`src/design/lspg_pkg.sv`:
```
// Shared types and constants for the lidar sector proximity gate.
`default_nettype none
package lspg_pkg;

	// Point coordinate width in bits (two's complement millimetres).
	localparam int COORD_WIDTH = 16;
	// Width of the distance limit register.
	localparam int LIM_W = 15;
	// Width of the sine limit register (Q1.15).
	localparam int SINE_W = 16;
	// Width used to compare coordinate magnitudes against the limit.
	localparam int MAG_W = (COORD_WIDTH > LIM_W) ? COORD_WIDTH : LIM_W;

	// Stream payload widths, padded to whole bytes.
	localparam int TDATA_W = ((3 * COORD_WIDTH + 7) / 8) * 8;
	localparam int OUT_W = 8;

	// Configuration port.
	localparam int APB_AW = 3;
	localparam int APB_DW = 32;
	localparam logic REG_DISTANCE_LIMIT = 1'b0;
	localparam logic REG_SINE_LIMIT = 1'b1;
	localparam logic [LIM_W-1:0] DISTANCE_LIMIT_RST = 15'd200;
	localparam logic [SINE_W-1:0] SINE_LIMIT_RST = 16'd3993;

	// Digit-serial multiplier geometry.
	localparam int OPND_W = 32;
	localparam int DIG_W = 4;
	localparam int PART_W = OPND_W + DIG_W;
	localparam int PROD_W = 2 * OPND_W;
	localparam int SHORT_DIGITS = 4;
	localparam int LONG_DIGITS = OPND_W / DIG_W;
	localparam int DIG_CNT_W = $clog2(LONG_DIGITS);
	// Bits of the product that a short run leaves in the low register.
	localparam int SHORT_LO_W = SHORT_DIGITS * DIG_W;

	// Request and status between the sequencer and the multiplier.
	typedef struct packed {
		logic start;
		logic long_op;
	} mul_req_t;

	typedef struct packed {
		logic done;
	} mul_rsp_t;

	// Request and status between the top level and the point judge.
	typedef struct packed {
		logic start;
	} judge_req_t;

	typedef struct packed {
		logic done;
		logic hit;
	} judge_rsp_t;

endpackage
`default_nettype wire

```
`src/design/lspg_serial_mul.sv`:
```
// Digit-serial unsigned multiplier, one 4-bit digit of the multiplier per cycle.
`default_nettype none
module lspg_serial_mul (
	input  wire logic                           clk,
	input  wire logic                           arst_n,
	input  wire lspg_pkg::mul_req_t             req,
	input  wire logic [lspg_pkg::OPND_W-1:0]    opnd_a,
	input  wire logic [lspg_pkg::OPND_W-1:0]    opnd_b,
	output lspg_pkg::mul_rsp_t                  rsp,
	output logic [lspg_pkg::PROD_W-1:0]         product
);

	logic [lspg_pkg::OPND_W-1:0]    a_q;
	logic [lspg_pkg::OPND_W-1:0]    b_q;
	logic [lspg_pkg::OPND_W-1:0]    hi_q;
	logic [lspg_pkg::OPND_W-1:0]    lo_q;
	logic [lspg_pkg::DIG_CNT_W-1:0] cnt_q;
	logic                           long_q;
	logic                           busy_q;
	logic                           done_q;
	logic [lspg_pkg::PART_W-1:0]    part;
	logic [lspg_pkg::PART_W-1:0]    sum;

	// One partial product per cycle, added to the running high half.
	assign part = lspg_pkg::PART_W'(a_q) * lspg_pkg::PART_W'(b_q[lspg_pkg::DIG_W-1:0]);
	assign sum = part + lspg_pkg::PART_W'(hi_q);

	// The accumulator shifts right a digit per step, so the adder stays narrow.
	always_ff @(posedge clk or negedge arst_n) begin
		if (!arst_n) begin
			a_q <= '0;
			b_q <= '0;
			hi_q <= '0;
			lo_q <= '0;
			cnt_q <= '0;
			long_q <= 1'b0;
			busy_q <= 1'b0;
			done_q <= 1'b0;
		end else begin
			done_q <= 1'b0;
			if (req.start) begin
				a_q <= opnd_a;
				b_q <= opnd_b;
				hi_q <= '0;
				lo_q <= '0;
				long_q <= req.long_op;
				cnt_q <= req.long_op ? lspg_pkg::DIG_CNT_W'(lspg_pkg::LONG_DIGITS - 1)
				                     : lspg_pkg::DIG_CNT_W'(lspg_pkg::SHORT_DIGITS - 1);
				busy_q <= 1'b1;
			end else if (busy_q) begin
				hi_q <= sum[lspg_pkg::PART_W-1:lspg_pkg::DIG_W];
				lo_q <= {sum[lspg_pkg::DIG_W-1:0], lo_q[lspg_pkg::OPND_W-1:lspg_pkg::DIG_W]};
				b_q <= b_q >> lspg_pkg::DIG_W;
				cnt_q <= cnt_q - 1'b1;
				if (cnt_q == '0) begin
					busy_q <= 1'b0;
					done_q <= 1'b1;
				end
			end
		end
	end

	// A short run leaves only its top digits in the low register.
	always_comb begin
		if (long_q) begin
			product = {hi_q, lo_q};
		end else begin
			product = {{(lspg_pkg::PROD_W - lspg_pkg::OPND_W - lspg_pkg::SHORT_LO_W){1'b0}},
			           hi_q, lo_q[lspg_pkg::OPND_W-1:lspg_pkg::OPND_W-lspg_pkg::SHORT_LO_W]};
		end
	end

	assign rsp.done = done_q;

endmodule
`default_nettype wire

```
`src/design/lspg_point_judge.sv`:
```
// Point judge: range prechecks, then squares and products on the serial multiplier.
`default_nettype none
module lspg_point_judge (
	input  wire logic                              clk,
	input  wire logic                              arst_n,
	input  wire lspg_pkg::judge_req_t              req,
	input  wire logic [lspg_pkg::COORD_WIDTH-1:0]  pos_x,
	input  wire logic [lspg_pkg::COORD_WIDTH-1:0]  pos_y,
	input  wire logic [lspg_pkg::COORD_WIDTH-1:0]  pos_z,
	input  wire logic [lspg_pkg::LIM_W-1:0]        distance_limit,
	input  wire logic [lspg_pkg::SINE_W-1:0]       sine_limit,
	output lspg_pkg::judge_rsp_t                   rsp
);

	typedef enum logic [1:0] {J_IDLE, J_ISSUE, J_WAIT} jstate_t;
	typedef enum logic [2:0] {OP_XX, OP_YY, OP_ZZ, OP_LL, OP_SS, OP_RHS} op_t;

	jstate_t                        jst_q;
	op_t                            op_q;
	logic [lspg_pkg::LIM_W-1:0]     ax_q;
	logic [lspg_pkg::LIM_W-1:0]     ay_q;
	logic [lspg_pkg::LIM_W-1:0]     az_q;
	logic [lspg_pkg::OPND_W-1:0]    d2_q;
	logic [2*lspg_pkg::LIM_W-1:0]   az2_q;
	logic [lspg_pkg::OPND_W-1:0]    s2_q;
	logic                           done_q;
	logic                           hit_q;
	logic [lspg_pkg::MAG_W-1:0]     ax;
	logic [lspg_pkg::MAG_W-1:0]     ay;
	logic [lspg_pkg::MAG_W-1:0]     az;
	logic [lspg_pkg::MAG_W-1:0]     lim_ext;
	logic                           pre_ok;
	logic [lspg_pkg::PROD_W-1:0]    lhs;
	lspg_pkg::mul_req_t             mreq;
	lspg_pkg::mul_rsp_t             mrsp;
	logic [lspg_pkg::OPND_W-1:0]    opnd_a;
	logic [lspg_pkg::OPND_W-1:0]    opnd_b;
	logic [lspg_pkg::PROD_W-1:0]    product;

	// Magnitude of a two's complement coordinate.
	function automatic logic [lspg_pkg::MAG_W-1:0] coord_mag(
		input logic [lspg_pkg::COORD_WIDTH-1:0] v
	);
		logic [lspg_pkg::COORD_WIDTH-1:0] n;
		n = v[lspg_pkg::COORD_WIDTH-1] ? (~v + 1'b1) : v;
		return lspg_pkg::MAG_W'(n);
	endfunction

	// Prechecks: x forward and within the limit, y and z strictly inside it.
	assign ax = coord_mag(pos_x);
	assign ay = coord_mag(pos_y);
	assign az = coord_mag(pos_z);
	assign lim_ext = lspg_pkg::MAG_W'(distance_limit);
	assign pre_ok = !pos_x[lspg_pkg::COORD_WIDTH-1] && (ax != '0) && (ax <= lim_ext)
	              && (ay < lim_ext) && (az < lim_ext);

	// Pitch band: z squared times 2^30 against sine squared times range squared.
	assign lhs = {{(lspg_pkg::PROD_W - 2*lspg_pkg::LIM_W - 30){1'b0}}, az2_q, 30'd0};

	// Operand selection for the current product.
	always_comb begin
		opnd_a = '0;
		opnd_b = '0;
		unique case (op_q)
			OP_XX: begin
				opnd_a = lspg_pkg::OPND_W'(ax_q);
				opnd_b = lspg_pkg::OPND_W'(ax_q);
			end
			OP_YY: begin
				opnd_a = lspg_pkg::OPND_W'(ay_q);
				opnd_b = lspg_pkg::OPND_W'(ay_q);
			end
			OP_ZZ: begin
				opnd_a = lspg_pkg::OPND_W'(az_q);
				opnd_b = lspg_pkg::OPND_W'(az_q);
			end
			OP_LL: begin
				opnd_a = lspg_pkg::OPND_W'(distance_limit);
				opnd_b = lspg_pkg::OPND_W'(distance_limit);
			end
			OP_SS: begin
				opnd_a = lspg_pkg::OPND_W'(sine_limit);
				opnd_b = lspg_pkg::OPND_W'(sine_limit);
			end
			OP_RHS: begin
				opnd_a = s2_q;
				opnd_b = d2_q;
			end
			default: begin
				opnd_a = '0;
				opnd_b = '0;
			end
		endcase
	end

	assign mreq.start = (jst_q == J_ISSUE);
	assign mreq.long_op = (op_q == OP_RHS);

	lspg_serial_mul u_mul (
		.clk     (clk),
		.arst_n  (arst_n),
		.req     (mreq),
		.opnd_a  (opnd_a),
		.opnd_b  (opnd_b),
		.rsp     (mrsp),
		.product (product)
	);

	// Sequencer: one product at a time, early exit when the range test fails.
	always_ff @(posedge clk or negedge arst_n) begin
		if (!arst_n) begin
			jst_q <= J_IDLE;
			op_q <= OP_XX;
			ax_q <= '0;
			ay_q <= '0;
			az_q <= '0;
			d2_q <= '0;
			az2_q <= '0;
			s2_q <= '0;
			done_q <= 1'b0;
			hit_q <= 1'b0;
		end else begin
			done_q <= 1'b0;
			unique case (jst_q)
				J_IDLE: begin
					if (req.start) begin
						if (pre_ok) begin
							ax_q <= ax[lspg_pkg::LIM_W-1:0];
							ay_q <= ay[lspg_pkg::LIM_W-1:0];
							az_q <= az[lspg_pkg::LIM_W-1:0];
							op_q <= OP_XX;
							jst_q <= J_ISSUE;
						end else begin
							hit_q <= 1'b0;
							done_q <= 1'b1;
						end
					end
				end
				J_ISSUE: begin
					jst_q <= J_WAIT;
				end
				J_WAIT: begin
					if (mrsp.done) begin
						jst_q <= J_ISSUE;
						unique case (op_q)
							OP_XX: begin
								d2_q <= product[lspg_pkg::OPND_W-1:0];
								op_q <= OP_YY;
							end
							OP_YY: begin
								d2_q <= d2_q + product[lspg_pkg::OPND_W-1:0];
								op_q <= OP_ZZ;
							end
							OP_ZZ: begin
								d2_q <= d2_q + product[lspg_pkg::OPND_W-1:0];
								az2_q <= product[2*lspg_pkg::LIM_W-1:0];
								op_q <= OP_LL;
							end
							OP_LL: begin
								if (d2_q >= product[lspg_pkg::OPND_W-1:0]) begin
									hit_q <= 1'b0;
									done_q <= 1'b1;
									jst_q <= J_IDLE;
								end else begin
									op_q <= OP_SS;
								end
							end
							OP_SS: begin
								s2_q <= product[lspg_pkg::OPND_W-1:0];
								op_q <= OP_RHS;
							end
							OP_RHS: begin
								hit_q <= (lhs <= product);
								done_q <= 1'b1;
								jst_q <= J_IDLE;
							end
							default: begin
								jst_q <= J_IDLE;
							end
						endcase
					end
				end
				default: begin
					jst_q <= J_IDLE;
				end
			endcase
		end
	end

	assign rsp.done = done_q;
	assign rsp.hit = hit_q;

endmodule
`default_nettype wire

```
`src/design/lidar_sector_proximity_gate.sv`:
```
// Top level: stream ports, configuration registers, frame flags and result register.
//
//   Channel   Direction  Handshake          Payload
//   s_*       in         s_tvalid/s_tready  s_tdata = pos_x, pos_y, pos_z; s_tuser = point_valid;
//                                           s_tlast = last_point
//   m_*       out        m_tvalid/m_tready  m_tdata = collision
//   APB       in         psel/penable       distance_limit at 0x0, sine_limit at 0x4
//
// A point that reaches the pitch test runs six products on one digit-serial multiplier:
// a short run for each 16-bit operand and a long run for the final one. A point that
// fails the range test stops after four products, one rejected by the coordinate checks
// never uses the multiplier, and a point marked not valid skips the judge. Reset clears
// the frame flags and the result register; the limits return to 200 mm and 3993. A closing
// point of a frame with a valid point waits while an earlier result has not been taken.
`default_nettype none
module lidar_sector_proximity_gate (
	input  wire logic                          clk,
	input  wire logic                          arst_n,
	// Input stream.
	input  wire logic                          s_tvalid,
	output logic                               s_tready,
	// pos_x [15:0], pos_y [31:16], pos_z [47:32]
	input  wire logic [lspg_pkg::TDATA_W-1:0]  s_tdata,
	// point_valid [0]
	input  wire logic [0:0]                    s_tuser,
	input  wire logic                          s_tlast,
	// Result stream.
	output logic                               m_tvalid,
	input  wire logic                          m_tready,
	// collision [0]
	output logic [lspg_pkg::OUT_W-1:0]         m_tdata,
	// Configuration port.
	input  wire logic                          psel,
	input  wire logic                          penable,
	input  wire logic                          pwrite,
	input  wire logic [lspg_pkg::APB_AW-1:0]   paddr,
	input  wire logic [lspg_pkg::APB_DW-1:0]   pwdata,
	output logic [lspg_pkg::APB_DW-1:0]        prdata,
	output logic                               pready
);

	typedef enum logic [1:0] {ST_IDLE, ST_JUDGE, ST_CLOSE} state_t;

	state_t                          state_q;
	logic                            last_q;
	logic                            hit_seen_q;
	logic                            valid_seen_q;
	logic                            m_tvalid_q;
	logic                            collision_q;
	logic [lspg_pkg::LIM_W-1:0]      distance_limit_q;
	logic [lspg_pkg::SINE_W-1:0]     sine_limit_q;
	logic                            accept;
	logic                            out_free;
	logic                            close_go;
	logic                            out_load;
	logic                            cfg_write;
	lspg_pkg::judge_req_t            jreq;
	lspg_pkg::judge_rsp_t            jrsp;

	// Configuration registers.
	assign pready = 1'b1;
	assign cfg_write = psel && penable && pwrite && pready;

	always_ff @(posedge clk or negedge arst_n) begin
		if (!arst_n) begin
			distance_limit_q <= lspg_pkg::DISTANCE_LIMIT_RST;
			sine_limit_q <= lspg_pkg::SINE_LIMIT_RST;
		end else if (cfg_write) begin
			unique case (paddr[2])
				lspg_pkg::REG_DISTANCE_LIMIT: distance_limit_q <= pwdata[lspg_pkg::LIM_W-1:0];
				lspg_pkg::REG_SINE_LIMIT:     sine_limit_q <= pwdata[lspg_pkg::SINE_W-1:0];
				default: begin
				end
			endcase
		end
	end

	always_comb begin
		unique case (paddr[2])
			lspg_pkg::REG_DISTANCE_LIMIT: prdata = lspg_pkg::APB_DW'(distance_limit_q);
			lspg_pkg::REG_SINE_LIMIT:     prdata = lspg_pkg::APB_DW'(sine_limit_q);
			default:                      prdata = '0;
		endcase
	end

	// Handshake and frame close conditions.
	assign s_tready = (state_q == ST_IDLE);
	assign accept = s_tvalid && s_tready;
	assign out_free = !m_tvalid_q || m_tready;
	assign close_go = (state_q == ST_CLOSE) && (!last_q || !valid_seen_q || out_free);
	assign out_load = close_go && last_q && valid_seen_q;
	assign jreq.start = accept && s_tuser[0];

	lspg_point_judge u_judge (
		.clk            (clk),
		.arst_n         (arst_n),
		.req            (jreq),
		.pos_x          (s_tdata[lspg_pkg::COORD_WIDTH-1:0]),
		.pos_y          (s_tdata[2*lspg_pkg::COORD_WIDTH-1:lspg_pkg::COORD_WIDTH]),
		.pos_z          (s_tdata[3*lspg_pkg::COORD_WIDTH-1:2*lspg_pkg::COORD_WIDTH]),
		.distance_limit (distance_limit_q),
		.sine_limit     (sine_limit_q),
		.rsp            (jrsp)
	);

	// Frame state, sticky flags and the result register.
	always_ff @(posedge clk or negedge arst_n) begin
		if (!arst_n) begin
			state_q <= ST_IDLE;
			last_q <= 1'b0;
			hit_seen_q <= 1'b0;
			valid_seen_q <= 1'b0;
			m_tvalid_q <= 1'b0;
			collision_q <= 1'b0;
		end else begin
			if (m_tvalid_q && m_tready && !out_load) begin
				m_tvalid_q <= 1'b0;
			end
			unique case (state_q)
				ST_IDLE: begin
					if (accept) begin
						last_q <= s_tlast;
						state_q <= s_tuser[0] ? ST_JUDGE : ST_CLOSE;
					end
				end
				ST_JUDGE: begin
					if (jrsp.done) begin
						valid_seen_q <= 1'b1;
						hit_seen_q <= hit_seen_q || jrsp.hit;
						state_q <= ST_CLOSE;
					end
				end
				ST_CLOSE: begin
					if (close_go) begin
						if (last_q) begin
							if (valid_seen_q) begin
								m_tvalid_q <= 1'b1;
								collision_q <= hit_seen_q;
							end
							hit_seen_q <= 1'b0;
							valid_seen_q <= 1'b0;
						end
						state_q <= ST_IDLE;
					end
				end
				default: begin
					state_q <= ST_IDLE;
				end
			endcase
		end
	end

	assign m_tvalid = m_tvalid_q;
	assign m_tdata = {{(lspg_pkg::OUT_W - 1){1'b0}}, collision_q};

	// A judge result only arrives while the frame logic waits for it.
	assert property (@(posedge clk) disable iff (!arst_n)
		jrsp.done |-> (state_q == ST_JUDGE))
		else $error("judge result outside the judge state");

	// A new result never overwrites one that has not been taken.
	assert property (@(posedge clk) disable iff (!arst_n)
		out_load |-> (!m_tvalid_q || m_tready))
		else $error("result register overwritten");

	// Closing a frame clears both sticky flags.
	assert property (@(posedge clk) disable iff (!arst_n)
		(close_go && last_q) |=> (!hit_seen_q && !valid_seen_q))
		else $error("frame flags not cleared at frame end");

	// A hit implies a valid point was seen in the frame.
	assert property (@(posedge clk) disable iff (!arst_n)
		hit_seen_q |-> valid_seen_q)
		else $error("hit flag without a valid point");

endmodule
`default_nettype wire

```
`config.mk`:
```
export PLATFORM = sky130hd
export DESIGN_NAME = lidar_sector_proximity_gate
export DESIGN_NICKNAME = d
export VERILOG_FILES = /design/src/design/lspg_pkg.sv /design/src/design/lspg_serial_mul.sv /design/src/design/lspg_point_judge.sv /design/src/design/lidar_sector_proximity_gate.sv
export SDC_FILE = /design/constraint.sdc
export NUM_CORES = 1
export LEC_CHECK = 0
export ABC_AREA = 0
export BUFFER_PORTS_ARGS = -buffer_cell sky130_fd_sc_hd__buf_2
export CORE_MARGIN = 1.5
export CORE_UTILIZATION = 55
export DETAILED_ROUTE_END_ITERATION = 12
export PLACE_DENSITY_LB_ADDON = 0.25
export RECOVER_POWER = 100
export SYNTH_ARGS = -nofsm -noshare
export SYNTH_HDL_FRONTEND = slang
export SYNTH_SLANG_ARGS = --single-unit
```
`constraint.sdc`:
```
create_clock -name clk -period 6 [get_ports clk]
set_input_delay 0.9 -clock clk [delete_from_list [all_inputs] [get_ports clk]]
set_output_delay 0.9 -clock clk [all_outputs]
set_load 0.02 [all_outputs]
```
# Word level (Yosys, flattened, before mapping)

Cells that the tools add are included.

Magnitude comparators: 5
Bitwise logic cells: 4
Reductions and logical operators: 46
Add/subtract/negate cells: 6
Eq/ne operators: 21
Multiplexer cells: 63
Multiply operators: 1

Operators by type and width:

| operator              | number |
|---|---|
| $pmux 32 s6           | 2 |
| $mux 32               | 6 |
| $pmux 32 s2           | 2 |
| $le 60x64->1          | 1 |
| $mux 64               | 1 |
| $add 16x1->16 const B | 3 |
| $mux 16               | 3 |
| $not 16->16           | 3 |
| $add 36x32->36        | 1 |
| $mul 32x4->36         | 1 |
| $add 32x32->32        | 1 |
| $ge 32x32->1          | 1 |
| $lt 16x15->1          | 2 |
| $mux 1                | 24 |
| $mux 3                | 7 |
| $reduce_and 3->1      | 6 |
| $le 16x15->1          | 1 |
| $reduce_bool 16->1    | 1 |
| $pmux 3 s5            | 1 |
| $mux 2                | 7 |
| $logic_and 1x1->1     | 13 |
| $pmux 1 s2            | 6 |
| $pmux 2 s3            | 2 |
| $reduce_and 6->1      | 2 |
| 23 further kinds      | 49 |

Bits of input ports: 92
Flip-flop bits (word level): 318
Logic and storage cells: 172
Output and inout port bits: 43

# Depth between registers and ports, before layout

Gate-level depths: netlist of run 1.

Depth in word-level cells: 13
Gate-level depth with buffers: 18
Depth with buffers taken out: 17

# Modules after synthesis

A second synthesis of run 1 with hierarchy kept.

Cells, all modules: 2752
Area total of the unflattened synthesis: 25301.8 um2

By module, submodules not included:

| module                      | instances | cells each | area each (um2) | sequential area each (um2) |
|---|---|---|---|---|
| lspg_point_judge            | 1         | 1361       | 11967.7         | 3653.5 |
| lspg_serial_mul             | 1         | 1249       | 11378.4         | 3353.2 |
| lidar_sector_proximity_gate | 1         | 142        | 1955.6          | 964.7 |

# Worst setup path before layout of run 1

OpenSTA, ideal clock, no wires.

Path type: input-to-reg
Start point: in s_tdata[0] (netlist bit)
End point: reg u_judge.ax_q[10] (netlist bit)
Path buffers: 1
Path slack: 1.203 ns
Library setup time: 0.125 ns
Arrival time: 4.672 ns
Cell stages on the path: 16
Data required time: 5.875 ns
Path through: inv_1 -> ha_1 -> or3b_1 -> or4_2 -> o21ai_0 -> xnor2_1 -> ha_1 -> a21oi_1 -> nand2_1 -> a21oi_1 -> o21a_1 -> a21oi_1 -> a2111oi_1 -> nand3_4 -> buf_12 -> mux2_4

Cells in the longest elaborated chain, start to end: 9
Elaborated cells on any way between the ends: 10
Those cells by class: add/sub (1); order compare (1); mux (1); bitwise (1); reduce/logical (6)

RTL lines:

| item                                                                 | line                              | text |
|---|---|---|
| start: declaration                                                   | lidar_sector_proximity_gate.sv:23 | `input wire logic [lspg_pkg::TDATA_W-1:0] s_tdata,` |
| $not 16->16 (*)                                                      | lspg_point_judge.sv:45            | `n = v[lspg_pkg::COORD_WIDTH-1] ? (~v + 1'b1) : v;` |
| $add 16x1->16 (*)                                                    | lspg_point_judge.sv:45            |  |
| $mux 16 (*)                                                          | lspg_point_judge.sv:45            |  |
| via u_judge.ax, one bit                                              | lspg_point_judge.sv:28            | `logic [lspg_pkg::MAG_W-1:0] ax;` |
| parallel branches: the longest is 6 deep, another holds $le 16x15->1 | --                                |  |
| end signal: assignment                                               | lspg_point_judge.sv:128           | `ax_q <= ax[lspg_pkg::LIM_W-1:0];` |
| end: declaration                                                     | lspg_point_judge.sv:20            | `logic [lspg_pkg::LIM_W-1:0] ax_q;` |

Mark *: on every way through the listed nets, which the timed path passes.
A chain may end at the register's enable or synchronous reset.

# Worst setup path in the final report of run 1

Start point: reg u_judge.u_mul.long_q
End point: reg u_judge.d2_q[30] (netlist bit)

Cells in the longest elaborated chain, start to end: 3

RTL lines:

| item                         | line                                             | text |
|---|---|---|
| start: declaration           | lspg_serial_mul.sv:18                            | `logic long_q;` |
| start signal: assignment     | lspg_serial_mul.sv:46                            | `long_q <= req.long_op;` |
| $mux 64                      | lspg_serial_mul.sv:65                            | `if (long_q) begin` |
| via u_judge.product, one bit | lspg_point_judge.sv:38                           | `logic [lspg_pkg::PROD_W-1:0] product;` |
| $add 32x32->32               | lspg_point_judge.sv:151, lspg_point_judge.sv:155 |  |
| $pmux 32 s2                  | lspg_point_judge.sv:145                          | `unique case (op_q)` |
| end signal: assignment       | lspg_point_judge.sv:147                          | `d2_q <= product[lspg_pkg::OPND_W-1:0];` |
| end signal: assignment       | lspg_point_judge.sv:151                          | `d2_q <= d2_q + product[lspg_pkg::OPND_W-1:0];` |
| end signal: assignment       | lspg_point_judge.sv:155                          | `d2_q <= d2_q + product[lspg_pkg::OPND_W-1:0];` |
| end: declaration             | lspg_point_judge.sv:23                           | `logic [lspg_pkg::OPND_W-1:0] d2_q;` |

The timed path passes the listed nets, and every way through them passes these cells.

==> results of run 1 <==
-- layout make-up --
type	count	area, um2	share of cell area [%]
multi-input combinational	1990	14700	55.7
timing repair buffer	140	753	2.85
antenna	1	2.50	0.00946
sequential	318	7970	30.1
clock inverter	11	125	0.473
tap	592	741	2.80
inverter	253	950	3.59
clock buffer	58	1170	4.42
-- worst paths after layout --
path	from	end	slack [ns]	cells after the start
worst max-delay path	u_judge.u_mul.long_q	u_judge.d2_q[30]	0.53	14
worst min-delay path	arst_n	u_judge.u_mul.hi_q[31]	0.29	1
worst max register to register	u_judge.u_mul.long_q	u_judge.d2_q[30]	0.53	14
worst min register to register	u_judge.az_q[0]	u_judge.az_q[0]	0.49	2
max in group asynchronous	arst_n	u_judge.d2_q[24]	2.10	2
min in group clk	u_judge.az_q[0]	u_judge.az_q[0]	0.49	2
-- cell families after synthesis --
logic type / count (synthesis) / synth area share [%]
and+or+nand+nor: 802 / 16.0
adders and majority gates: 277 / 17.0
AOI/OAI and AO/OA: 596 / 14.5
other: 2 / 0.0307
buffers and inverters: 402 / 6.86
DFF: 318 / 32.6
muxes: 200 / 9.73
xor gates and xnor gates: 91 / 3.26
-- placed cells by master (no fill, tap or decap), types with 14 or more instances in the layout --
cell type	Yosys	final
a211oi_1	19	19
a21o_1	30	30
a21oi_1	199	199
and2_1	126	122
buf_2	4	70
buf_4	26	34
clkbuf_1	94	43
clkbuf_16	0	41
conb_1	2	24
dfrtp_1	307	307
fa_1	92	92
ha_1	185	185
inv_1	252	252
mux2_1	1	38
mux2_2	37	37
mux2i_1	113	113
nand2_1	233	232
nand2b_1	17	17
nand3_1	46	46
nand4_1	28	28
nor2_1	203	203
nor2b_1	16	15
nor3_1	43	43
nor4_1	14	14
o21ai_0	210	210
o31ai_1	17	17
or3_1	20	20
xnor2_1	70	70
xor2_1	21	21
-- layer usage --
metal	vias to the layer above	share of wire, %
li1	9268	-
met1	9702	44
met2	538	47
met3	123	5.0
met4	2	3.6
met5	-	0.019
-- critical path, cell delays in order (launching register included) --
cell and delay [ns]:
dfrtp_1 1.04, clkbuf_1 0.72, mux2i_1 0.26, buf_4 0.21, inv_1 0.06, ha_1 0.25
or2_2 0.29, o221ai_1 0.30, a211oi_1 0.20, o31ai_1 0.60, o21ai_0 0.39, a21boi_0 0.48
o21ai_0 0.21, xor2_1 0.17, o21ai_0 0.17
-- power by group through the flow --
stage	registers [mW]	clock network, mW	logic (mW)
final	2.74	2.41	1.99
after global routing	2.78	2.52	2.21
after CTS	2.74	2.45	2.05
after detailed placement	2.77	0	2.03
after global placement	2.75	0	1.97
after floorplan	2.61	0	1.48
-- sequential cells by signal (all words and copies together) (netlist names), 2 cells and up --
| name | flops |
|---|---|
| state_q | 2 |
| u_judge.s2_q | 32 |
| u_judge.u_mul.a_q | 32 |
| u_judge.u_mul.hi_q | 32 |
| u_judge.az2_q | 30 |
| u_judge.az_q | 15 |
| u_judge.u_mul.lo_q | 32 |
| u_judge.ay_q | 15 |
| u_judge.u_mul.b_q | 32 |
| u_judge.d2_q | 32 |
| u_judge.op_q | 3 |
| distance_limit_q | 15 |
| u_judge.jst_q | 2 |
| u_judge.u_mul.cnt_q | 3 |
| u_judge.ax_q | 15 |
| sine_limit_q | 16 |
-- stage by stage --
step	util, %	setup slack [ns]	total power, mW	cells
4_1_cts	60.7	0.727	7.23	3362
6_report	60.1	0.527	7.14	3363
3_3_place_gp	57.7	0.763	4.73	3293
2_1_floorplan	-	1.20	4.10	2710
5_1_grt	60.1	0.176	7.51	3362
3_5_place_dp	57.7	0.740	4.80	3293
==> results.cfg, run 1 <==
[clock_tree]
cts_num_sinks = 318
clk_latency_ns = 0.56
cts_root_buf = clkbuf_16
numCtsBuffers = 38
cts_resized = 0
cts_tree = built
cts_setup_buffers = 0
htree_levels = 2
cts_buffer_depth = 3
clk_pin_slew_worst_paths_ns = 0.06
hold_buffers = 0

[worst_hold_path]
hold_class = in -> async

[power]
p_leak_nw = 12.8
combPwrFrac_pct = 27.9
p_int_mw = 4.62
switchingPower_mw = 2.52
power_density_nw_per_um2 = 270
ir_drop_mv = 0.215
swShare_pct = 35.3
p_clk_share_pct = 33.7
p_seq_share_pct = 38.4

[placement]
dp.final_hpwl_um = 50300
gp_congestion = 0.916
place_area_um2 = 25400
io_buffers = 92

[timing]
rsz0062_at_grt = no
clock.fmax_ghz = 0.183
max_slew_margin_pct = -158
slew_viol_final = 612
period_share_pct = 91.2
worst_pin_slew_ns = 3.86
finalCriticalPeriod_ns = 5.47
timing.hold.ws_ns = 0.288
clock-skew-final_ns = 0.0306
fin_setup_tns_ns = 0
hold_viol = 0
finalSetupViolCount = 0

[synthesis]
synth_edf_count = 0
yosysSeqAreaShare_pct = 32.6
yosysMostFrequentCell = dfrtp_1
syn_inst = 2688
synth-seq-cells = 318
async_flop_share_pct = 100
synth.largest_area_cell = dfrtp_1
netlist_top_cells_count = 307 x dfrtp_1, 252 x inv_1, 233 x nand2_1
syn_avg_cell_area_um2 = 9.09
yosys_warnings = 0
syn_area_um2 = 24400
ys_types = 84
yosysTopAreaCellShare_pct = 31.4
synth.area.top_cells = dfrtp_1 31%, ha_1 9.5%, fa_1 7.5%
synth_ff_type = dfrtp_1

[drt]
drt-total-wl_um = 67300
num_vias = 19600
antenna_left = 0
drt-vias-per-instance = 5.84
drc_errors = 0
wl_per_cell_um = 20.0
drtIter0Drc = 1642
drtPass1Iterations = 5

[global_route]
grt_use_met2_pct = 49.9
grt_pass1_wl_um = 107000
grt_pass1_vias = 19600
grtUsageMet1_pct = 40.9
grt_start_max_net_pins = 120
busiest_layer = met2
gr-total-overflow = 0
use_met3_pct = 3.46
track_usage_pct = 30.2
antenna_found_initial = 1

[critical_path]
crit_required_ns = 6.43
start_kind = register
critPathCaptureType = register
arrival_ns = 5.91
crit_path_max_fanout = 20
worst-setup-path-type = reg -> reg

[die]
dieArea_um2 = 45700
start_util_pct = 55.5
placementRows = 77
core_um2 = 44000
fp.dieW_um = 214
io_pins = 135
die_h_um = 214

[finish]
syn2layout_area_growth_pct = 8.23
fin_nets = 3110
final_area_um2 = 26400
nFillCells = 3894
drive_above_1_share_pct = 8.95

[status]
violations = capacitance limit, slew limit
outcome = finished with violations

[job]
maxCapViolations = 11
(Power assumes the default switching activity.)
==> run 2: changes to the inputs <==
==> constraint.sdc (replaced) <==
create_clock -name clk -period 6 [get_ports clk]
set_input_delay 0.9 -clock clk [delete_from_list [all_inputs] [get_ports clk]]
set_output_delay 0.9 -clock clk [all_outputs]
set_load 0.005 [all_outputs]
==> results.cfg, run 2 (synthesis results as in run 1) <==
[status]
outcome = finished with violations
violations = capacitance limit, slew limit

[timing]
hold_viol = 0
worst_slack_ns = 0.545
slew_viol_final = 612
worst_pin_slew_ns = 3.87
clock-skew-final_ns = 0.0291
finalCriticalPeriod_ns = 5.46
fin_setup_tns_ns = 0
clock.fmax_ghz = 0.183
max_slew_margin_pct = -158
period_share_pct = 90.9
finalSetupViolCount = 0
rsz0062_at_grt = no

[clock_tree]
cts_resized = 0
cts_root_buf = clkbuf_16
htree_levels = 2
cts_setup_buffers = 0
cts_tree = built
clk_pin_slew_worst_paths_ns = 0.06
clk_latency_ns = 0.56
cts_num_sinks = 318
numCtsBuffers = 38
cts_buffer_depth = 3
hold_buffers = 0

[die]
core_um2 = 44000
die_h_um = 214
io_pins = 135
start_util_pct = 55.5
dieArea_um2 = 45700
placementRows = 77
fp.dieW_um = 214

[drt]
num_vias = 19600
drtIter0Drc = 1642
drtPass1Iterations = 5
antenna_left = 0
drt-total-wl_um = 67200
drc_errors = 0
drt-vias-per-instance = 5.83
wl_per_cell_um = 20.0

[critical_path]
start_kind = register
critPathCaptureType = register
crit_top_cell = o21ai_0
timing.rr.start = u_judge.u_mul.long_q
crit_slowest_cell = dfrtp_1
cp-startpoint = u_judge.u_mul.long_q
max_stage_delay_ns = 1.03
worst-setup-path-type = reg -> reg
crit_required_ns = 6.44
arrival_ns = 5.89
crit_path_max_fanout = 20
crit_chain = clkbuf_1, mux2i_1, buf_4, inv_1, ha_1, or2_2, o221ai_1, a211oi_1, o31ai_1, o21ai_0, a21boi_0, o21ai_0, xor2_1, o21ai_0

[finish]
final_cell_mix = 307 x dfrtp_1, 252 x inv_1, 232 x nand2_1
fin_nets = 3110
syn2layout_area_growth_pct = 8.25
nFillCells = 3893
fin_cells = 3363
final_common_cell = dfrtp_1
drive_above_1_share_pct = 9.06

[placement]
place_inst = 3293
dp_slack_ns = 0.740
gp_congestion = 0.916
io_buffers = 92
dp.final_hpwl_um = 50300

[job]
maxCapViolations = 11

[global_route]
grt_pass1_vias = 19600
track_usage_pct = 30.2
grt_start_max_net_pins = 120
antenna_found_initial = 1
gr-total-overflow = 0
grt_pass1_wl_um = 107000

[power]
p_int_mw = 4.62
switchingPower_mw = 2.47
p_clk_share_pct = 33.9
p_seq_share_pct = 38.6
swShare_pct = 34.9
p_leak_nw = 12.8
ir_drop_mv = 0.215
power_density_nw_per_um2 = 268
combPwrFrac_pct = 27.4

[worst_hold_path]
hold_class = in -> async
-- run 2: cell count changes in the layout (fill, tap and decap cells not counted), sizes merged --
cell / previous run / this run
buf: 105 / 106
clkbuf: 93 / 92
-- run 2: worst max-delay path, delay by kind of cell (launching register included) --
family                     cells  cell delay [ns]
and+or+nand+nor                1             0.29
DFF                            1             1.03
xor gates and xnor gates       1             0.17
buffers and inverters          3             0.99
AOI/OAI and AO/OA              7             2.34
muxes                          1             0.26
adders and majority gates      1             0.25
-- run 2: metal layers --
| layer | up-vias | share of wire [%] | global-route usage, % |
|---|---|---|---|
| met5 | - | 0.019 | 0 |
| li1 | 9269 | - | - |
| met3 | 126 | 5.1 | 3.46 |
| met1 | 9692 | 44 | 40.9 |
| met2 | 533 | 47 | 49.9 |
| met4 | 2 | 3.7 | 11.4 |
-- run 2: final timing paths --
kind                                           to  slack [ns]  cells past startpoint
setup / recovery                 u_judge.d2_q[30]        0.54                     14
hold / removal             u_judge.u_mul.hi_q[31]        0.29                      1
setup reg to reg                 u_judge.d2_q[30]        0.54                     14
hold reg to reg                   u_judge.az_q[0]        0.49                      2
max in group asynchronous        u_judge.d2_q[24]        2.11                      2
min in group clk                  u_judge.az_q[0]        0.49                      2
-- run 2: power by group through the flow --
stage / Clock [mW] / Combinational (mW) / Sequential [mW]
global route: 2.52 / 2.17 / 2.78
detailed placement: 0 / 1.99 / 2.77
finish: 2.41 / 1.94 / 2.74
floorplan: 0 / 1.44 / 2.61
global placement: 0 / 1.93 / 2.75
CTS: 2.45 / 2.00 / 2.74
-- run 2: stage by stage --
step,utilization [%],area [um2],hold slack (ns),power (mW)
2_1_floorplan,-,24500,0.436,4.05
3_3_place_gp,57.7,25400,0.455,4.68
3_5_place_dp,57.7,25400,0.477,4.76
4_1_cts,60.7,26700,0.355,7.19
5_1_grt,60.1,26400,0.365,7.47
6_report,60.1,26500,0.288,7.09
-- run 2: cell type report --
type                            count  area [um2]  area share, %
Inverter                          253         950           3.59
Clock inverter                     11         125          0.473
Tap cell                          592         741           2.80
Sequential cell                   318        7970           30.1
Clock buffer                       58        1170           4.42
Antenna cell                        1        2.50        0.00946
Timing Repair Buffer              140         757           2.86
Multi-Input combinational cell   1990       14700           55.7
==> run 3: changes to the inputs <==
CORE_UTILIZATION = 40   (was 55)
==> results.cfg, run 3 (synthesis results as in run 1) <==
[clock_tree]
numCtsBuffers = 41
cts_num_sinks = 318
cts_tree = built
cts_root_buf = clkbuf_16
clk_latency_ns = 0.60
cts_buffer_depth = 3
htree_levels = 2
clk_pin_slew_worst_paths_ns = 0.06

[timing]
finalSetupViolCount = 0
fin_setup_tns_ns = 0
finalCriticalPeriod_ns = 5.52
rsz0062_at_grt = no
worst_pin_slew_ns = 4.31
max_slew_margin_pct = -188
clock-skew-final_ns = 0.0407
timing.hold.ws_ns = 0.466
worst_slack_ns = 0.484
clock.fmax_ghz = 0.181
hold_viol = 0
period_share_pct = 91.9
slew_viol_final = 397

[critical_path]
crit_slowest_cell = dfrtp_1
crit_chain = clkbuf_1, mux2i_1, ha_1, o21ai_0, o21ai_0, o211ai_1, a21oi_1, a211oi_1, or4_1, and3b_1, nand2b_1, mux2_1
crit_buf_inv = 1
critPathCaptureType = register
crit_required_ns = 6.46
start_kind = register
crit_path_max_fanout = 26
worst-setup-path-type = reg -> reg
arrival_ns = 5.97
max_stage_delay_ns = 1.26
r2r_setup_slack_ns = 0.48
crit_top_cell = o21ai_0
cp_top_family = flip-flops

[die]
core_um2 = 60400
die_h_um = 250
dieArea_um2 = 62600
placementRows = 90
io_pins = 135
fp.dieW_um = 250
start_util_pct = 40.5

[finish]
drive_above_1_share_pct = 9.39
final_common_cell = dfrtp_1
final_area_um2 = 26800
final_cell_mix = 306 x dfrtp_1, 252 x inv_1, 232 x nand2_1
fin_cells = 3551
diodes = 0
syn2layout_area_growth_pct = 9.50
fin_nets = 3111

[global_route]
gr-total-overflow = 0
grt_pass1_wl_um = 112000
antenna_found_initial = 0
grt_pass1_vias = 19800
track_usage_pct = 22.3
grt_start_max_net_pins = 155

[placement]
place_inst = 3481
gp_congestion = 0.898
dp.final_hpwl_um = 51600
io_buffers = 92
place_area_um2 = 25600
dp_slack_ns = 0.340

[drt]
drt-vias-per-instance = 5.50
antenna_left = 0
num_vias = 19500
drt-total-wl_um = 69200
drc_errors = 0
wl_per_cell_um = 19.5
drtPass1Iterations = 5
drtIter0Drc = 1283

[power]
power_density_nw_per_um2 = 270
p_leak_nw = 12.9
ir_drop_mv = 0.255

[job]
maxCapViolations = 8

[worst_hold_path]
hold_class = reg -> reg

[status]
violations = capacitance limit, slew limit
outcome = finished with violations
==> run 3: cell count changes in the layout (fill, tap and decap cells not counted), moves of 2 or more <==
cell      change
buf_4         +2
buf_2         +2
inv_6         -2
clkbuf_1     -10
clkbuf_8      -2
clkbuf_2      +2
==> run 3: timing repair <==
| action | 4_1_cts | 5_1_grt |
|---|---|---|
| setup endpoints to repair | 0 | 2 |
| resized for setup | 0 | 1 |
| setup buffers | 0 | 0 |
| hold buffers | 0 | 0 |
==> run 3: area by class of cell <==
| cell class | instances | area (um2) |
|---|---|---|
| Clock buffer | 54 | 1130 |
| Clock inverter | 16 | 225 |
| Fill cell | 5916 | 33600 |
| Inverter | 253 | 950 |
| Multi-Input combinational cell | 1990 | 14700 |
| Sequential cell | 318 | 7980 |
| Tap cell | 782 | 978 |
| Timing Repair Buffer | 138 | 758 |
==> run 3: metal layers <==
metal	routed length (um)	share of wire (%)	track usage, %
met3	3050	4.4	2.30
met5	0	0	0
met1	31700	46	30.9
met4	1610	2.3	5.77
met2	32800	47	37.2
==> run 3: worst paths after layout <==
kind	from	to	depth (start not counted)
min in group asynchronous	arst_n	u_judge.u_mul.hi_q[21]	1
hold reg to reg	u_judge.u_mul.rsp	u_judge.jst_q[1]	1
max in group asynchronous	arst_n	u_judge.op_q[0]	2
hold / removal	u_judge.u_mul.rsp	u_judge.jst_q[1]	1
setup reg to reg	u_judge.u_mul.long_q	u_judge.op_q[0]	12
setup / recovery	u_judge.u_mul.long_q	u_judge.op_q[0]	12
==> run 3: per-stage QoR <==
stage	total power, mW	util (%)
after floorplan	4.05	-
after global placement	4.74	42.5
after detailed placement	4.81	42.5
after CTS	7.35	44.7
after global routing	7.62	44.3
final	7.23	44.3
==> run 3: report_power, final <==
part,internal (mW),switching [mW]
logic,0.745,1.24
registers,2.44,0.291
clock network,1.47,1.05
total,4.65,2.58
